**src/hdl/yas_pkg.sv**
```systemverilog
`default_nettype none

package yas_pkg;

  localparam int PIX_W   = 8;
  localparam int VIEW_W  = 12;
  localparam int ROW_W   = 11;
  localparam int PADDR_W = 3;
  localparam int PDATA_W = 32;
  localparam int ENTRY_W = 2 * VIEW_W;

  localparam int MAX_ROW_MACROPIXELS_DEF = 1024;
  localparam logic [ROW_W-1:0] ROW_RESET = ROW_W'(320);

  localparam logic signed [10:0] K_Y    = 11'sd298;
  localparam logic signed [10:0] K_RV   = 11'sd409;
  localparam logic signed [10:0] K_GU   = 11'sd100;
  localparam logic signed [10:0] K_GV   = 11'sd208;
  localparam logic signed [10:0] K_BU   = 11'sd516;
  localparam logic signed [19:0] K_RND  = 20'sd128;
  localparam logic signed [9:0]  Y_OFS  = 10'sd16;
  localparam logic signed [9:0]  C_OFS  = 10'sd128;
  localparam logic signed [11:0] CH_MAX = 12'sd255;

  typedef enum logic [0:0] {
    REG_BIN_MODE        = 1'b0,
    REG_ROW_MACROPIXELS = 1'b1
  } reg_idx_t;

  typedef struct packed {
    logic             frame_start;
    logic [PIX_W-1:0] luma_first;
    logic [PIX_W-1:0] chroma_blue;
    logic [PIX_W-1:0] luma_second;
    logic [PIX_W-1:0] chroma_red;
  } pixel_t;

  typedef struct packed {
    logic [VIEW_W-1:0] left_first;
    logic [VIEW_W-1:0] right_first;
    logic [VIEW_W-1:0] left_second;
    logic [VIEW_W-1:0] right_second;
    logic              pair_valid;
  } result_t;

  typedef struct packed {
    logic             bin_mode;
    logic [ROW_W-1:0] row_macropixels;
  } cfg_t;

endpackage

`default_nettype wire

```
**src/hdl/yas_cfg.sv**
```systemverilog
`default_nettype none

module yas_cfg (
  input  wire                         clk,
  input  wire                         rst,
  input  wire                         psel,
  input  wire                         penable,
  input  wire                         pwrite,
  input  wire  [yas_pkg::PADDR_W-1:0] paddr,
  input  wire  [yas_pkg::PDATA_W-1:0] pwdata,
  output logic [yas_pkg::PDATA_W-1:0] prdata,
  output logic                        pready,
  output yas_pkg::cfg_t               cfg
);
  import yas_pkg::*;

  reg_idx_t idx;
  logic     wr;

  assign idx    = reg_idx_t'(paddr[2]);
  assign wr     = psel && penable && pwrite;
  assign pready = 1'b1;

  always_ff @(posedge clk) begin
    if (rst) begin
      cfg.bin_mode        <= 1'b0;
      cfg.row_macropixels <= ROW_RESET;
    end else if (wr) begin
      case (idx)
        REG_BIN_MODE:        cfg.bin_mode <= pwdata[0];
        REG_ROW_MACROPIXELS: cfg.row_macropixels <= pwdata[ROW_W-1:0];
        default: ;
      endcase
    end
  end

  always_comb begin
    case (idx)
      REG_BIN_MODE:        prdata = PDATA_W'(cfg.bin_mode);
      REG_ROW_MACROPIXELS: prdata = PDATA_W'(cfg.row_macropixels);
      default:             prdata = '0;
    endcase
  end

endmodule

`default_nettype wire

```
**config.mk**
```make
export PLATFORM = sky130hd
export DESIGN_NAME = yas_cfg
export DESIGN_NICKNAME = d
export VERILOG_FILES = /design/src/hdl/yas_pkg.sv /design/src/hdl/yas_cfg.sv
export SDC_FILE = /design/constraint.sdc
export NUM_CORES = 1
export LEC_CHECK = 0
export ABC_AREA = 0
export BUFFER_PORTS_ARGS = -buffer_cell sky130_fd_sc_hd__buf_2
export CAP_MARGIN = 30
export CORE_MARGIN = 8
export CORE_UTILIZATION = 34
export DETAILED_ROUTE_END_ITERATION = 8
export GPL_TIMING_DRIVEN = 0
export PLACE_DENSITY_LB_ADDON = 0.3
export SYNTH_ARGS = -nofsm -noshare
export SYNTH_HDL_FRONTEND = slang
export SYNTH_SLANG_ARGS = --single-unit
```
**constraint.sdc**
```tcl
create_clock -name clk -period 1.1 [get_ports clk]
set_input_delay 0.275 -clock clk [delete_from_list [all_inputs] [get_ports clk]]
set_output_delay 0.275 -clock clk [all_outputs]
set_load 0.05 [all_outputs]
```
== After elaboration in Yosys (flattened, before gate mapping) ==
Index checks and enable logic that the tools add are counted.
W data, S select, Z words.
Storage, ports and cells
  flip-flop bits (word level): 12
  latch bits: 0
  RAM bits: 0
  memory bits (read-only): 0
  input bits: 40
  output and inout bits: 45
  memories: 0
Operators by class
  add/sub/neg operators: 0
  multiply operators: 0
  div/mod/pow operators: 0
  magnitude comparators: 0
  eq/ne operators: 0
  shifts and indexed selects: 0
  multiplexer cells: 1
  bitwise gates (word level): 1
  reductions and logical operators: 4
Operators with widths (count)
  $pmux W32 S2: 1
  $reduce_and A2 Y1: 2
  $logic_and A1 B1 Y1: 2
  $not A1 Y1: 1

== Logic depth before layout (Yosys ltp) ==
  depth after elaboration: 3
  mapped depth: 3

== Worst setup path before layout ==
OpenSTA, ideal clock, no wires.
  path kind: flip-flop to output port
  start: register cfg[10] (netlist name)
  end: output prdata[10] (netlist name)
  arrival: 1.128 ns
  path slack: -0.303 ns
  stages on the path, launching flop included: 2
  buffers on the path: 0
  path through: dfxtp_1 -> and2_1
Between the ends
  cells in the longest elaborated chain, start to end: 1
RTL lines
  from (decl): line yas_cfg.sv:13  | output yas_pkg::cfg_t cfg
  $pmux W32 S2: line yas_cfg.sv:38  | case (idx)
  to (decl): line yas_cfg.sv:11  | output logic [yas_pkg::PDATA_W-1:0] prdata,
No other way between the ends. The select of a mux whose other input is x is not followed.

== Worst setup path in the final report ==
  start: register cfg[11] (netlist name)
  end: output prdata[0] (netlist name)
Same word-level chain as after synthesis.

==> impl_summary.txt <==
----------------------------------------------------
[STA]
  Final max-slew violation count ... 0
  Final clock period utilization by the worst path ... 118%
  Fin Setup TNS ... -1680 ps
  Hold Violations, Final ... 0
  Upper clock frequency limit ... 771 MHz
  Time the final worst path needs with I/O delays and setup ... 1300 ps
  Clock skew after layout ... 0 ps
  Final setup margin ... -197 ps
  Unrepaired setup endpoints after global routing ... true
  Final setup viols ... 13

[GRT]
  Number of antenna violations at the first check in global routing ... 0
  Total congestion overflow after global routing ... 0
  Maximum number of pins on one net before global-route repair ... 11
  Vias in the first global route ... 728
  Global-route wire length before repair ... 3350 µm
  Global routing usage summed across all routing layers ... 9.69%

[Final layout]
  Biggest registers after layout ... cfg x12
  Area growth, synth to finish ... 64.3%
  # diodes ... 0
  NumNets Final ... 195
  Register with the most flip-flops ... cfg
  Layout cells sized above 1 ... 60.8%
  Final design instance area without fill ... 0.00130 mm²
  Max reg flops ... 12

[Route]
  Avg WL per Cell ... 12.0 µm
  Remaining routing DRC violations ... 0
  Routed vias ... 719
  Iteration-0 DRC Markers ... 3
  Drt via density ... 3.97
  Antenna Nets Post-Route ... 0
  Total wire length ... 2170 µm
  First-pass iteration count of the detailed router ... 4

[Placed design]
  Final weighted congestion in routability-driven placement ... 0.648
  Pre-CTS setup slack ... -456 ps
  Count of input and output buffers ... 39
  Post-placement cell area ... 0.00113 mm²

[Logic synthesis]
  Synth top area share ... 30.3%
  Post-Syn Instances ... 88
  Synthesis Warnings ... 0
  Number of enable flip-flop cells after synthesis ... 0
  Yosys reg bits ... 12
  Leading area contributor after synthesis ... dfxtp_1
  Synth Flop Type ... dfxtp_1
  Commonest cells in the synthesized netlist ... 22 x buf_4, 19 x nand2b_1, 12 x dfxtp_1, 12 x mux2i_1, 10 x and2_1
  Sequential share of the synthesized area ... 30.3%
  Synth async-reset ratio ... 0%
  Cell with the most instances after synthesis ... buf_4
  Post-Syn Area per Cell ... 9.00 µm²
  Area of the mapped netlist ... 792 µm²
  Distinct cells, synth ... 12
  Synth area leaders ... dfxtp_1 30%, buf_4 21%, mux2i_1 15%

[Floorplanning]
  Top Ports ... 85
  Overall die area ... 0.00413 mm²
  Area inside the core boundary ... 0.00221 mm²
  Standard-cell row count ... 17
  Chip Height ... 64.3 µm
  Effective utilization at floorplan ... 35.8%
  Die boundary width ... 64.3 µm

[Power and ir drop]
  Power density relative to cell area ... 895 mW/mm²
  Total power draw ... 1.17 mW
  Leakage ... 0.663 nW
  Worst ir drop on vdd ... 0.575 mV

[Worst setup path]
  Cell-by-cell listing of the critical path ... mux2_4, buf_8
  Critical Path Start Type ... register
  Critical path type ... reg -> out
  Number of cells traversed by the worst register-to-register path ... 4
  Crit-path slowest cell ... dfxtp_2
  Worst Path Arrival ... 1020 ps
  Required time of the critical path ... 820 ps
  Category of the worst setup path capture point ... output pin
  Delay of the slowest critical-path stage ... 320 ps
  Max FO, Critical Path ... 2

[Clock tree]
  Register clock-pin slew on the reported worst setup and hold paths ... 80 ps
  CTS H-tree depth ... 1
  Number of buffers between clock root and the deepest sink ... 2
  CTS tree ... built
  Master cell of the clock root buffer ... clkbuf_4
  Insertion delay to the later sink of the worst-skew pair ... 260 ps
  TritonCTS Buffers ... 3
  Sinks on Clock Net ... 12

[Job]
  Max_cap viols ... 0

[Min path]
  WHS Path Cells ... 3
  Class of the tightest hold or removal check ... in -> reg

[Outcome]
  Outcome ... complete, but fails checks
  Violations in the final reports ... setup timing

----------------------------------------------------
==> critical path, delay by kind of cell, from the launching register on <==
| family | cells | cell delay [ps] |
|---|---|---|
| buf+inv | 1 | 150 |
| flops | 1 | 320 |
| mux | 1 | 280 |
==> repair_timing <==
item	in CTS	in global routing
gates cloned	0	0
setup buffers	1	2
setup endpoints to repair	23	21
hold buffers	0	0
gates resized for setup	30	12
==> per-layer routing <==
layer  vias up  share of wire (%)  global-route usage (%)
met4         0               0.28                    3.27
met1       318                 36                    9.89
li1        366                  -                       -
met2        33                 52                    16.5
met5         -                  0                       0
met3         2                 11                    5.23
==> logic make-up (layout without fill, tap and decap cells) <==
| kind of cell | Yosys count | after routing | synth area share (%) |
|---|---|---|---|
| buf+inv | 26 | 71 | 24.8 |
| simple gates | 35 | 35 | 27.3 |
| other cells | 2 | 22 | 0.948 |
| mux | 13 | 13 | 16.6 |
| flops | 12 | 12 | 30.3 |
==> stage by stage <==
step           util (%)  hold WS (ps)  cells
3_3_place_gp       51.3           460    175
4_1_cts            56.3           247    179
3_5_place_dp       51.3           470    175
2_1_floorplan         -           422    108
6_report           58.8           251    181
5_1_grt            58.8           264    181
==> cell type report <==
type | instances | area [µm²]
Buffer | 26 | 200
Clock buffer | 3 | 22.5
Fill cell | 218 | 911
Multi-Input combinational cell | 70 | 453
Sequential cell | 12 | 255
Tap cell | 28 | 35.0
Timing Repair Buffer | 42 | 335
==> cells in the final DEF (no fill, tap or decap), drive strengths merged <==
cell type and n:
mux2i 12, dfxtp 12, and4 1, nand4b 1, mux2 1, buf 65
and2 10, conb 22, nand2b 19, nor2 4, clkbuf 6
==> path summary, 6_finish.rpt <==
check	from	slack [ps]	end
setup reg to reg	cfg[11]$_SDFFE_PP0P_	320	cfg[11]$_SDFFE_PP0P_
setup / recovery	cfg[11]$_SDFFE_PP0P_	-200	prdata[0]
hold reg to reg	cfg[0]$_SDFFE_PP0P_	480	cfg[0]$_SDFFE_PP0P_
hold / removal	pwdata[9]	250	cfg[9]$_SDFFE_PP0P_
==> report_power, final <==
part | internal [mW] | leakage, nW | switching, mW
Sequential | 0.446 | 0.101 | 0.00846
Combinational | 0.148 | 0.548 | 0.295
Clock | 0.126 | 0.0138 | 0.142
Power figures use the tool's default switching activity.
