**src/hdl/yas_pkg.sv**
```systemverilog
`default_nettype none

package yas_pkg;

  localparam int PIX_W   = 8;
  localparam int VIEW_W  = 12;
  localparam int ROW_W   = 11;
  localparam int PADDR_W = 3;
  localparam int PDATA_W = 32;
  localparam int ENTRY_W = 2 * VIEW_W;

  localparam int MAX_ROW_MACROPIXELS_DEF = 1024;
  localparam logic [ROW_W-1:0] ROW_RESET = ROW_W'(320);

  localparam logic signed [10:0] K_Y    = 11'sd298;
  localparam logic signed [10:0] K_RV   = 11'sd409;
  localparam logic signed [10:0] K_GU   = 11'sd100;
  localparam logic signed [10:0] K_GV   = 11'sd208;
  localparam logic signed [10:0] K_BU   = 11'sd516;
  localparam logic signed [19:0] K_RND  = 20'sd128;
  localparam logic signed [9:0]  Y_OFS  = 10'sd16;
  localparam logic signed [9:0]  C_OFS  = 10'sd128;
  localparam logic signed [11:0] CH_MAX = 12'sd255;

  typedef enum logic [0:0] {
    REG_BIN_MODE        = 1'b0,
    REG_ROW_MACROPIXELS = 1'b1
  } reg_idx_t;

  typedef struct packed {
    logic             frame_start;
    logic [PIX_W-1:0] luma_first;
    logic [PIX_W-1:0] chroma_blue;
    logic [PIX_W-1:0] luma_second;
    logic [PIX_W-1:0] chroma_red;
  } pixel_t;

  typedef struct packed {
    logic [VIEW_W-1:0] left_first;
    logic [VIEW_W-1:0] right_first;
    logic [VIEW_W-1:0] left_second;
    logic [VIEW_W-1:0] right_second;
    logic              pair_valid;
  } result_t;

  typedef struct packed {
    logic             bin_mode;
    logic [ROW_W-1:0] row_macropixels;
  } cfg_t;

endpackage

`default_nettype wire

```
**src/hdl/yas_convert.sv**
```systemverilog
`default_nettype none

module yas_convert (
  input  wire  [yas_pkg::PIX_W-1:0]  luma,
  input  wire  [yas_pkg::PIX_W-1:0]  cb,
  input  wire  [yas_pkg::PIX_W-1:0]  cr,
  output logic [yas_pkg::VIEW_W-1:0] left_view,
  output logic [yas_pkg::VIEW_W-1:0] right_view
);
  import yas_pkg::*;

  logic signed [9:0]  c, d, e;
  logic signed [19:0] rs, gs, bs;
  logic [7:0]         r8, g8, b8;
  logic [8:0]         gb;

  function automatic logic [7:0] clamp8(input logic signed [11:0] v);
    logic [7:0] res;
    if (v[11]) res = 8'd0;
    else if (v > CH_MAX) res = 8'd255;
    else res = v[7:0];
    return res;
  endfunction

  always_comb begin
    c  = signed'({2'b00, luma}) - Y_OFS;
    d  = signed'({2'b00, cb}) - C_OFS;
    e  = signed'({2'b00, cr}) - C_OFS;
    rs = K_Y * c + K_RV * e + K_RND;
    gs = K_Y * c - K_GU * d - K_GV * e + K_RND;
    bs = K_Y * c + K_BU * d + K_RND;
    r8 = clamp8(rs[19:8]);
    g8 = clamp8(gs[19:8]);
    b8 = clamp8(bs[19:8]);
    gb = {1'b0, g8} + {1'b0, b8};
    left_view  = {r8, 4'b0000};
    right_view = {gb, 3'b000};
  end

endmodule

`default_nettype wire

```
**config.mk**
```make
export PLATFORM = sky130hd
export DESIGN_NAME = yas_convert
export DESIGN_NICKNAME = d
export VERILOG_FILES = /design/src/hdl/yas_pkg.sv /design/src/hdl/yas_convert.sv
export SDC_FILE = /design/constraint.sdc
export NUM_CORES = 1
export LEC_CHECK = 0
export BUFFER_PORTS_ARGS = -buffer_cell sky130_fd_sc_hd__buf_2
export CORE_ASPECT_RATIO = 1.4
export CORE_MARGIN = 4
export CORE_UTILIZATION = 60
export DETAILED_ROUTE_END_ITERATION = 8
export GPL_TIMING_DRIVEN = 0
export PLACE_DENSITY = 0.83
export SYNTH_ARGS = -nofsm -noshare
export SYNTH_HDL_FRONTEND = slang
export SYNTH_SLANG_ARGS = --single-unit
```
**constraint.sdc**
```tcl
create_clock -name vclk -period 14
set_clock_uncertainty 0.15 [all_clocks]
set_input_delay 2.8 -clock vclk [all_inputs]
set_output_delay 2.8 -clock vclk [all_outputs]
set_load 0.02 [all_outputs]
```
After elaboration in Yosys (flattened, before gate mapping)
Cells that the tools add are included.
{"block": "totals", "inputBits": 24, "reg_bits": 0, "elab_cells": 25, "output_inout_bits": 24}
{"block": "op_classes", "n_lt_le_gt_ge": 3, "addsub": 11, "n_mul": 5, "mux": 6}
{"op": "20-bit by 9-bit adder with 20-bit output, second input constant", "count": 3}
{"op": "8-bit 2-to-1 mux", "count": 6}
{"op": "12-bit by 9-bit > comparator with 1-bit output, second input constant", "count": 3}
{"op": "9-bit by 9-bit multiplier with 18-bit output, first input constant", "count": 2}
{"op": "19-bit by 19-bit adder with 20-bit output", "count": 1}
{"op": "19-bit by 20-bit adder with 20-bit output", "count": 1}
{"op": "19-bit by 17-bit subtractor with 20-bit output", "count": 1}
{"op": "20-bit by 18-bit subtractor with 20-bit output", "count": 1}
{"op": "10-bit by 9-bit multiplier with 19-bit output, first input constant", "count": 1}
{"op": "8-bit by 8-bit subtractor with 9-bit output, second input constant", "count": 2}
{"op": "6-bit by 9-bit multiplier with 15-bit output, first input constant", "count": 1}
{"op": "5-bit by 9-bit multiplier with 14-bit output, first input constant", "count": 1}
{"op": "8-bit by 8-bit adder with 9-bit output", "count": 1}
{"op": "8-bit by 5-bit subtractor with 9-bit output, second input constant", "count": 1}

Logic depth before layout (Yosys ltp)
Gate-level depths: netlist of run 1.
{"block": "logic_depth", "word_depth": 9, "ltp_mapped": 41}

Worst setup path after synthesis of run 1
Ideal clock, no wire load.
{"block": "synth_path", "path_kind": "input to output", "start": "input port luma[4] (netlist name)", "end": "output port right_view[11] (netlist name)", "stages": 37, "required_ps": 11050, "path_slack_ps": 498, "t_arrival_ps": 10552, "path_cell_list": "inv_1 ha_1 inv_1 ha_1 ha_1 inv_1 fa_1 inv_1 fa_1 ha_1 fa_1 a21o_1 a21oi_1 o21bai_1 a21oi_1 o21bai_1 a21oi_1 xnor2_1 fa_1 ha_1 ha_1 o21a_1 or3_1 a31oi_1 o2111ai_1 nor2_1 nor2_1 ha_1 fa_1 a21oi_1 nor2_1 nor2_1 o21bai_1 a21oi_1 nor2b_1 o21ai_0 nand2b_1"}
{"block": "synth_between", "elab_chain_len": 9}
{"element": "start, declared", "line": "yas_convert.sv:4", "rtl": "input wire [yas_pkg::PIX_W-1:0] luma,"}
{"element": "8-bit by 5-bit subtractor with 9-bit output (*)", "line": "yas_convert.sv:26", "rtl": "c = signed'({2'b00, luma}) - Y_OFS;"}
{"element": "9-bit by 9-bit multiplier with 18-bit output (*)", "line": "yas_convert.sv:30, yas_convert.sv:31"}
{"element": "19-bit by 17-bit subtractor with 20-bit output", "line": "yas_convert.sv:30", "rtl": "gs = K_Y * c - K_GU * d - K_GV * e + K_RND;"}
{"element": "20-bit by 18-bit subtractor with 20-bit output", "line": "yas_convert.sv:30"}
{"element": "20-bit by 9-bit adder with 20-bit output", "line": "yas_convert.sv:30"}
{"element": "12-bit by 9-bit > comparator with 1-bit output", "line": "yas_convert.sv:20", "rtl": "else if (v > CH_MAX) res = 8'd255;"}
{"element": "8-bit 2-to-1 mux", "line": "yas_convert.sv:20"}
{"element": "8-bit 2-to-1 mux", "line": "yas_convert.sv:19", "rtl": "if (v[11]) res = 8'd0;"}
{"element": "8-bit by 8-bit adder with 9-bit output (*)", "line": "yas_convert.sv:35", "rtl": "gb = {1'b0, g8} + {1'b0, b8};"}
{"element": "end, declared", "line": "yas_convert.sv:8", "rtl": "output logic [yas_pkg::VIEW_W-1:0] right_view"}
Mark *: on every way between the ends. The rest lies on a longest branch, timed or not.

Final worst setup path of run 1
Ends and elaborated chain as after synthesis.

==> results.cfg, run 1 <==
[outcome]
status = complete, no violations

[floorplanning]
io_pins = 48
core_um2 = 11940
start_util = 0.6185
die_h_um = 139.3
dieArea_um2 = 14170
die_w_um = 101.8
fp-row-count = 47

[place]
pre_cts_ws_ns = -0.7145
place_congestion = 0.9320
portBuffers = 41
dp_hpwl_um = 13960

[synth]
yosys.area_share.xor_xnor = 0.08778
synthMuxAreaShare = 0.001356
yosys.area.top_type = ha_1
synth_fa_ha_area_frac = 0.5996
synth_area_per_cell_um2 = 8.769
synth_simple_gate_area_frac = 0.07643
synth_compound_gate_area_share = 0.1373
netlist_area_um2 = 7383
synth_cells = 842
synth-seq-area-share = 0
yosys_warnings = 0
synth_top_family_by_area = adder cells
yosysTopAreaCellShare = 0.4152
synthDistinctLibCells = 56
synth.area.top_cells = ha_1 42%, fa_1 18%, inv_1 8.9%

[route]
wl_um = 16430
met2_length_um = 8350
wl_per_cell_um = 15.54
drtIter0Drc = 184
drc = 0
wl_met3_um = 474
postRouteAntennaNets = 0
drt-met1-wl_um = 6483
via_per_inst = 5.666
dr.pass1.iters = 4
vias = 5989
dr.max_layer_used = met4

[cells_and_area]
seq_cells = 0
multi_input_comb_area_um2 = 6934
drive_above_1_share = 0.1308
fillers = 951
final-seq-area_um2 = 0
antenna_cells = 0
area_growth_syn_to_layout_pct = 11.12
clkbuf_count = 0
fin_nets = 1249

[global_routing]
grt_pass1_wl_um = 26930
grt.total_usage = 0.2319
antenna_found_initial = 0
gr-total-overflow = 0
grt_pass1_vias = 6123
grt_max_degree = 13

[setup_path]
setup.worst_path.class = input port to output pin
required_ns = 11.05
cp-end-kind = output pin
crit_slowest_cell = fa_1
arrival_ns = 10.85
cp_max_fo = 5
path_common_cell = ha_1
max_stage_delay_ns = 0.48
cp-start-kind = input port

[sta]
slew_headroom = 0.5454
worst_pin_slew_ns = 0.6646
finalWorstPathRequiredPeriod_ns = 13.80
hold_violations = 0
max_freq_mhz = 72.46
hold_ws_ns = 6.192
setup_violations = 0
fin_ws_ns = 0.1992
timing.final.crit_share = 0.9858
maxSlewViolCount = 0

[min_path]
hold_path_class = input port to output pin

[cts]
hold_buffers = 0

[run]
cap_violations = 0
kinds of logic (layout without fill, tap and decap cells):
group / Yosys count / in the layout
fa+ha+maj: 313 / 313
other cells: 1 / 7
xor+xnor: 74 / 74
mux: 1 / 1
buf+inv: 184 / 246
compound gates: 151 / 151
simple gates: 118 / 118
final timing paths:
check | cells past startpoint | endpoint | slack (ns) | startpoint
max | 42 | right_view[11] | 0.20 | luma[4]
min | 7 | left_view[4] | 6.19 | luma[0]
cells in the final DEF (no fill, tap or decap), drive strengths merged, types with 2 or more instances in the layout:
| cell type | synthesis | layout |
|---|---|---|
| ha | 245 | 245 |
| inv | 176 | 176 |
| buf | 7 | 69 |
| fa | 68 | 68 |
| xnor2 | 53 | 53 |
| a21oi | 51 | 51 |
| nor2 | 46 | 46 |
| xor2 | 21 | 21 |
| o21ai | 20 | 20 |
| nand2 | 19 | 19 |
| a21o | 15 | 15 |
| o21a | 15 | 15 |
| o21bai | 12 | 12 |
| a31oi | 11 | 11 |
| nand3 | 11 | 11 |
| nor2b | 10 | 10 |
| nor3 | 8 | 8 |
| nand2b | 8 | 8 |
| conb | 1 | 7 |
| a2111oi | 4 | 4 |
| o211ai | 3 | 3 |
| or2 | 3 | 3 |
| o31ai | 3 | 3 |
| a211oi | 3 | 3 |
| or3 | 3 | 3 |
| and3 | 2 | 2 |
| o221ai | 2 | 2 |
| a211o | 2 | 2 |
critical path: cells and delay by family:
kind,cells,cell delay [ns]
XOR/XNOR,1,0.12
AO/OA/AOI/OAI,11,2.02
adder cells (fa/ha/maj),12,4.28
AND/OR/NAND/NOR,9,0.90
buffers and inverters,9,0.72
metrics by stage:
step | std cells | utilization | cell area, um2 | TNS, ns
after global placement | 1036 | 0.6530 | 7795 | -5.505
after global routing | 1057 | 0.6872 | 8204 | -0.2829
final | 1057 | 0.6872 | 8204 | 0
after floorplan | 848 | - | 7406 | 0
after detailed placement | 1037 | 0.6534 | 7800 | -2.620
after CTS | 1043 | 0.6653 | 7943 | 0
cell type report:
cell class,count,area share
Tap cell,147,0.02242
Buffer,8,0.006863
Inverter,176,0.08052
Timing Repair Buffer,62,0.04499
Multi-Input combinational cell,664,0.8452
per-layer routing:
| layer | global-route usage | up-vias |
|---|---|---|
| met1 | 0.2737 | 2855 |
| met2 | 0.4114 | 117 |
| met4 | 0.1268 | 0 |
| li1 | - | 2963 |
| met5 | 0 | - |
| met3 | 0.01152 | 54 |
Yosys cell counts, types with 2 or more instances:
cell type,number
xnor2_1,53
buf_4,7
xor2_1,21
a2111oi_0,3
a211o_1,2
a21o_1,15
nand2b_1,7
a21oi_1,51
o21a_1,15
o211ai_1,3
o21bai_1,12
or3_1,3
fa_1,68
nor2b_1,10
o221ai_1,2
nor3_1,8
and3_1,2
o21ai_0,14
nand3_1,11
ha_1,245
nor2_1,46
a31oi_1,11
or2_2,2
o31ai_1,2
nand2_1,19
a211oi_1,2
inv_1,175
o21ai_1,5
repair_timing:
action	4_1_cts	5_1_grt
endpoints found under the hold margin	0	0
endpoints found under the setup margin	6	5
resized for setup	18	33
setup buffers	6	14
pin swaps	5	22
Power of run 1 is left out: the tool's default activity adds up to more than one toggle a clock period on the data nets, which glitch-free logic cannot reach.
==> run 2: changes to the inputs <==
--- a/config.mk
+++ b/config.mk
@@ -7,11 +7,11 @@
 export LEC_CHECK = 0
 export BUFFER_PORTS_ARGS = -buffer_cell sky130_fd_sc_hd__buf_2
 export CORE_ASPECT_RATIO = 1.4
-export CORE_MARGIN = 4
-export CORE_UTILIZATION = 60
+export CORE_MARGIN = 10
+export CORE_UTILIZATION = 59
 export DETAILED_ROUTE_END_ITERATION = 8
 export GPL_TIMING_DRIVEN = 0
-export PLACE_DENSITY = 0.83
+export PLACE_DENSITY = 0.85
 export SYNTH_ARGS = -nofsm -noshare
 export SYNTH_HDL_FRONTEND = slang
 export SYNTH_SLANG_ARGS = --single-unit
==> constraint.sdc (replaced) <==
create_clock -name vclk -period 11.4
set_clock_uncertainty 0.15 [all_clocks]
set_input_delay 2.28 -clock vclk [all_inputs]
set_output_delay 2.28 -clock vclk [all_outputs]
set_load 0.02 [all_outputs]
==> results.cfg, run 2 (synthesized netlist as in run 1, its figures left out) <==
[outcome]
status = complete, but fails checks
violations = setup timing

[sta]
slew_headroom = 0.4644
maxSlewViolCount = 0
worst_pin_slew_ns = 0.7832
max_freq_mhz = 80.93
fin_ws_ns = -0.9560
hold_violations = 0
setup_violations = 16
finalWorstPathRequiredPeriod_ns = 12.36
timing.final.crit_share = 1.084
rsz0062_at_grt = yes

[global_routing]
grt.total_usage = 0.2087
antenna_found_initial = 0
grt_pass1_wl_um = 30770
grt_max_degree = 13
gr-total-overflow = 0
grt_pass1_vias = 6779

[cells_and_area]
seq_cells = 0
layout_commonest_cell = ha_1
antenna_cells = 0
fillers = 821
area_growth_syn_to_layout_pct = 21.08
final_util = 0.7261
clkbuf_count = 0
final-seq-area_um2 = 0
drive_above_1_share = 0.2124
fin_nets = 1271
final_cell_mix = 222 x ha_1, 165 x inv_1, 65 x fa_1

[floorplanning]
die_w_um = 114.5
fp-row-count = 48
dieArea_um2 = 17450
start_util = 0.5997
io_pins = 48
die_h_um = 152.4
core_um2 = 12310

[route]
drt-met1-wl_um = 6978
drtIter0Drc = 277
via_per_inst = 5.895
met2_length_um = 10080
wl_met3_um = 869
dr.max_layer_used = met4
dr.pass1.iters = 5
vias = 6378
drc = 0
wl_um = 19590
wl_per_cell_um = 18.11
postRouteAntennaNets = 0

[setup_path]
path_common_cell = ha_1
setup.worst_path.class = input port to output pin
crit_slowest_cell = fa_1
cp_max_fo = 4
max_stage_delay_ns = 0.56
cp-start-kind = input port
required_ns = 8.97
arrival_ns = 9.93
cp-end-kind = output pin

[min_path]
hp-start = luma[0]
hold_path_class = input port to output pin
whs_path_depth = 7
hold_end = left_view[4]

[place]
place_congestion = 0.9454
dp_hpwl_um = 14580
portBuffers = 41

[cts]
hold_buffers = 0

[run]
cap_violations = 0
run 2: cell count changes in the layout (fill, tap and decap cells not counted), moves of 7 or more:
cell and delta:
ha_4 +16, inv_1 -7, ha_1 -17, buf_4 +23, nor2_1 -7, xnor2_1 -7
buf_2 -9
run 2: worst max-delay path, delay by kind of cell:
| kind | cells | cell delay [ns] |
|---|---|---|
| and+or+nand+nor | 9 | 1.20 |
| buffers and inverters | 4 | 0.53 |
| adders and majority gates | 11 | 3.80 |
| xor gates and xnor gates | 2 | 0.36 |
| AOI/OAI and AO/OA | 11 | 1.73 |
run 2: routing by layer:
layer	vias to the layer above	track usage
met5	-	0
met4	0	0.1436
met3	102	0.01891
met1	3055	0.2170
met2	215	0.3777
li1	3006	-
run 2: metrics by stage:
stage | setup TNS (ns) | area [um2] | std cells | hold WS [ns] | setup slack (ns)
2_1_floorplan | -0.9626 | 7681 | 848 | 4.917 | -0.3965
3_3_place_gp | -11.06 | 8074 | 1039 | 5.170 | -1.421
3_5_place_dp | -13.16 | 8074 | 1039 | 5.177 | -1.560
4_1_cts | -3.542 | 8675 | 1073 | 5.176 | -0.7181
5_1_grt | -9.852 | 8940 | 1082 | 5.228 | -1.173
6_report | -6.532 | 8940 | 1082 | 5.160 | -0.9560
run 2: worst max path at each step:
stage / cells after the start / startpoint / endpoint
after floorplan: 39 / luma[4] / right_view[11]
after global placement: 35 / luma[6] / right_view[11]
after detailed placement: 35 / luma[6] / right_view[11]
after CTS: 40 / luma[4] / right_view[10]
after global routing: 38 / luma[4] / right_view[11]
final: 37 / luma[4] / right_view[11]
run 2: cell type report:
type,instances,area [um2],share of cell area
tap,150,187.7,0.02099
timing repair buffer,84,599.3,0.06704
multi-input combinational,664,7418,0.8298
inverter,176,678.2,0.07586
buffer,8,56.30,0.006298
run 2: repair_timing:
item                       4_1_cts  5_1_grt
buffers inserted                36       10
resized for setup               59       38
pin swaps                       42       34
setup endpoints to repair       17       17
Power of run 2 is left out for the same reason.
==> run 3: changes to the inputs <==
--- a/config.mk
+++ b/config.mk
@@ -7,7 +7,6 @@
 export LEC_CHECK = 0
 export BUFFER_PORTS_ARGS = -buffer_cell sky130_fd_sc_hd__buf_2
 export CORE_ASPECT_RATIO = 1.4
-export CORE_MARGIN = 10
 export CORE_UTILIZATION = 59
 export DETAILED_ROUTE_END_ITERATION = 8
 export GPL_TIMING_DRIVEN = 0
==> results.cfg, run 3 (synthesized netlist as in run 1, its figures left out) <==
[outcome]
status = complete, but fails checks
violations = setup timing

[cells_and_area]
clkbuf_count = 0
layout_commonest_cell = ha_1
seq_cells = 0
antenna_cells = 0
final_cell_mix = 217 x ha_1, 162 x inv_1, 65 x fa_1
fin_nets = 1265
drive_above_1_share = 0.2192
fillers = 796
area_growth_syn_to_layout_pct = 21.83
final-seq-area_um2 = 0
multi_input_comb_area_um2 = 7531

[route]
vias = 6263
drc = 0
wl_per_cell_um = 17.77
via_per_inst = 5.821
drtIter0Drc = 317
dr.pass1.iters = 5
wl_um = 19120
postRouteAntennaNets = 0

[global_routing]
antenna_found_initial = 0
gr-total-overflow = 0
grt_max_degree = 13
grt_pass1_wl_um = 28460
grt.total_usage = 0.2792
grt_pass1_vias = 6321

[setup_path]
required_ns = 8.97
cp-end-kind = output pin
cp-start-kind = input port
cp_max_fo = 4
worstSetupStartpoint = luma[4]
arrival_ns = 9.79
crit_slowest_cell = fa_1
setup.worst_path.class = input port to output pin
max_stage_delay_ns = 0.53

[sta]
hold_ws_ns = 5.171
finalWorstPathRequiredPeriod_ns = 12.22
setup_violations = 8
rsz0062_at_grt = yes
worst_pin_slew_ns = 0.9912
slew_headroom = 0.3221
maxSlewViolCount = 0
setup-tns-final_ns = -4.526
fin_ws_ns = -0.8166
timing.final.crit_share = 1.072
max_freq_mhz = 81.86
hold_violations = 0

[run]
cap_violations = 0

[min_path]
hold_path_class = input port to output pin
hp-start = luma[0]

[floorplanning]
io_pins = 48
start_util = 0.6026
fp-row-count = 48
core_um2 = 12250
dieArea_um2 = 12970
die_h_um = 134.4
die_w_um = 96.55

[place]
dp_hpwl_um = 13590
portBuffers = 41
place_congestion = 0.8896

[cts]
hold_buffers = 0
-- run 3: changes by cell type in the layout (fill, tap and decap cells not counted), sizes merged --
cell,change
buf,-6
-- run 3: path summary, 6_finish.rpt --
kind,to,cells past startpoint
setup / recovery,right_view[9],40
hold / removal,left_view[4],7
-- run 3: final cells by class --
type,count,share of cell area
Timing Repair Buffer,78,0.06023
Multi-Input combinational cell,664,0.8373
Tap cell,150,0.02087
Buffer,8,0.006260
Inverter,176,0.07539
-- run 3: critical path, delay by kind of cell --
family	cells	cell delay (ns)
fa+ha+maj	10	3.22
buf+inv	9	0.91
simple gates	6	0.93
xor+xnor	3	0.49
compound gates	12	1.94
-- run 3: routing by layer --
metal / track usage / part of all wire
met1: 0.3044 / 0.36
met2: 0.5125 / 0.50
met3: 0.01871 / 0.046
met4: 0.1642 / 0.091
met5: 0 / 0
-- run 3: per-stage QoR --
step                      setup slack, ns    util  area [um2]  instances
after detailed placement           -1.586  0.6590        8074       1039
after CTS                         -0.6467  0.7057        8646       1067
final                             -0.8166  0.7342        8995       1076
after floorplan                   -0.3965       -        7681        848
after global routing               -1.116  0.7342        8995       1076
after global placement             -1.426  0.6590        8074       1039
-- run 3: what timing repair did --
action,4_1_cts,5_1_grt
setup buffers,34,11
endpoints found under the setup margin,17,17
pin swaps,43,35
resized for setup,61,52
Power of run 3 is left out for the same reason.
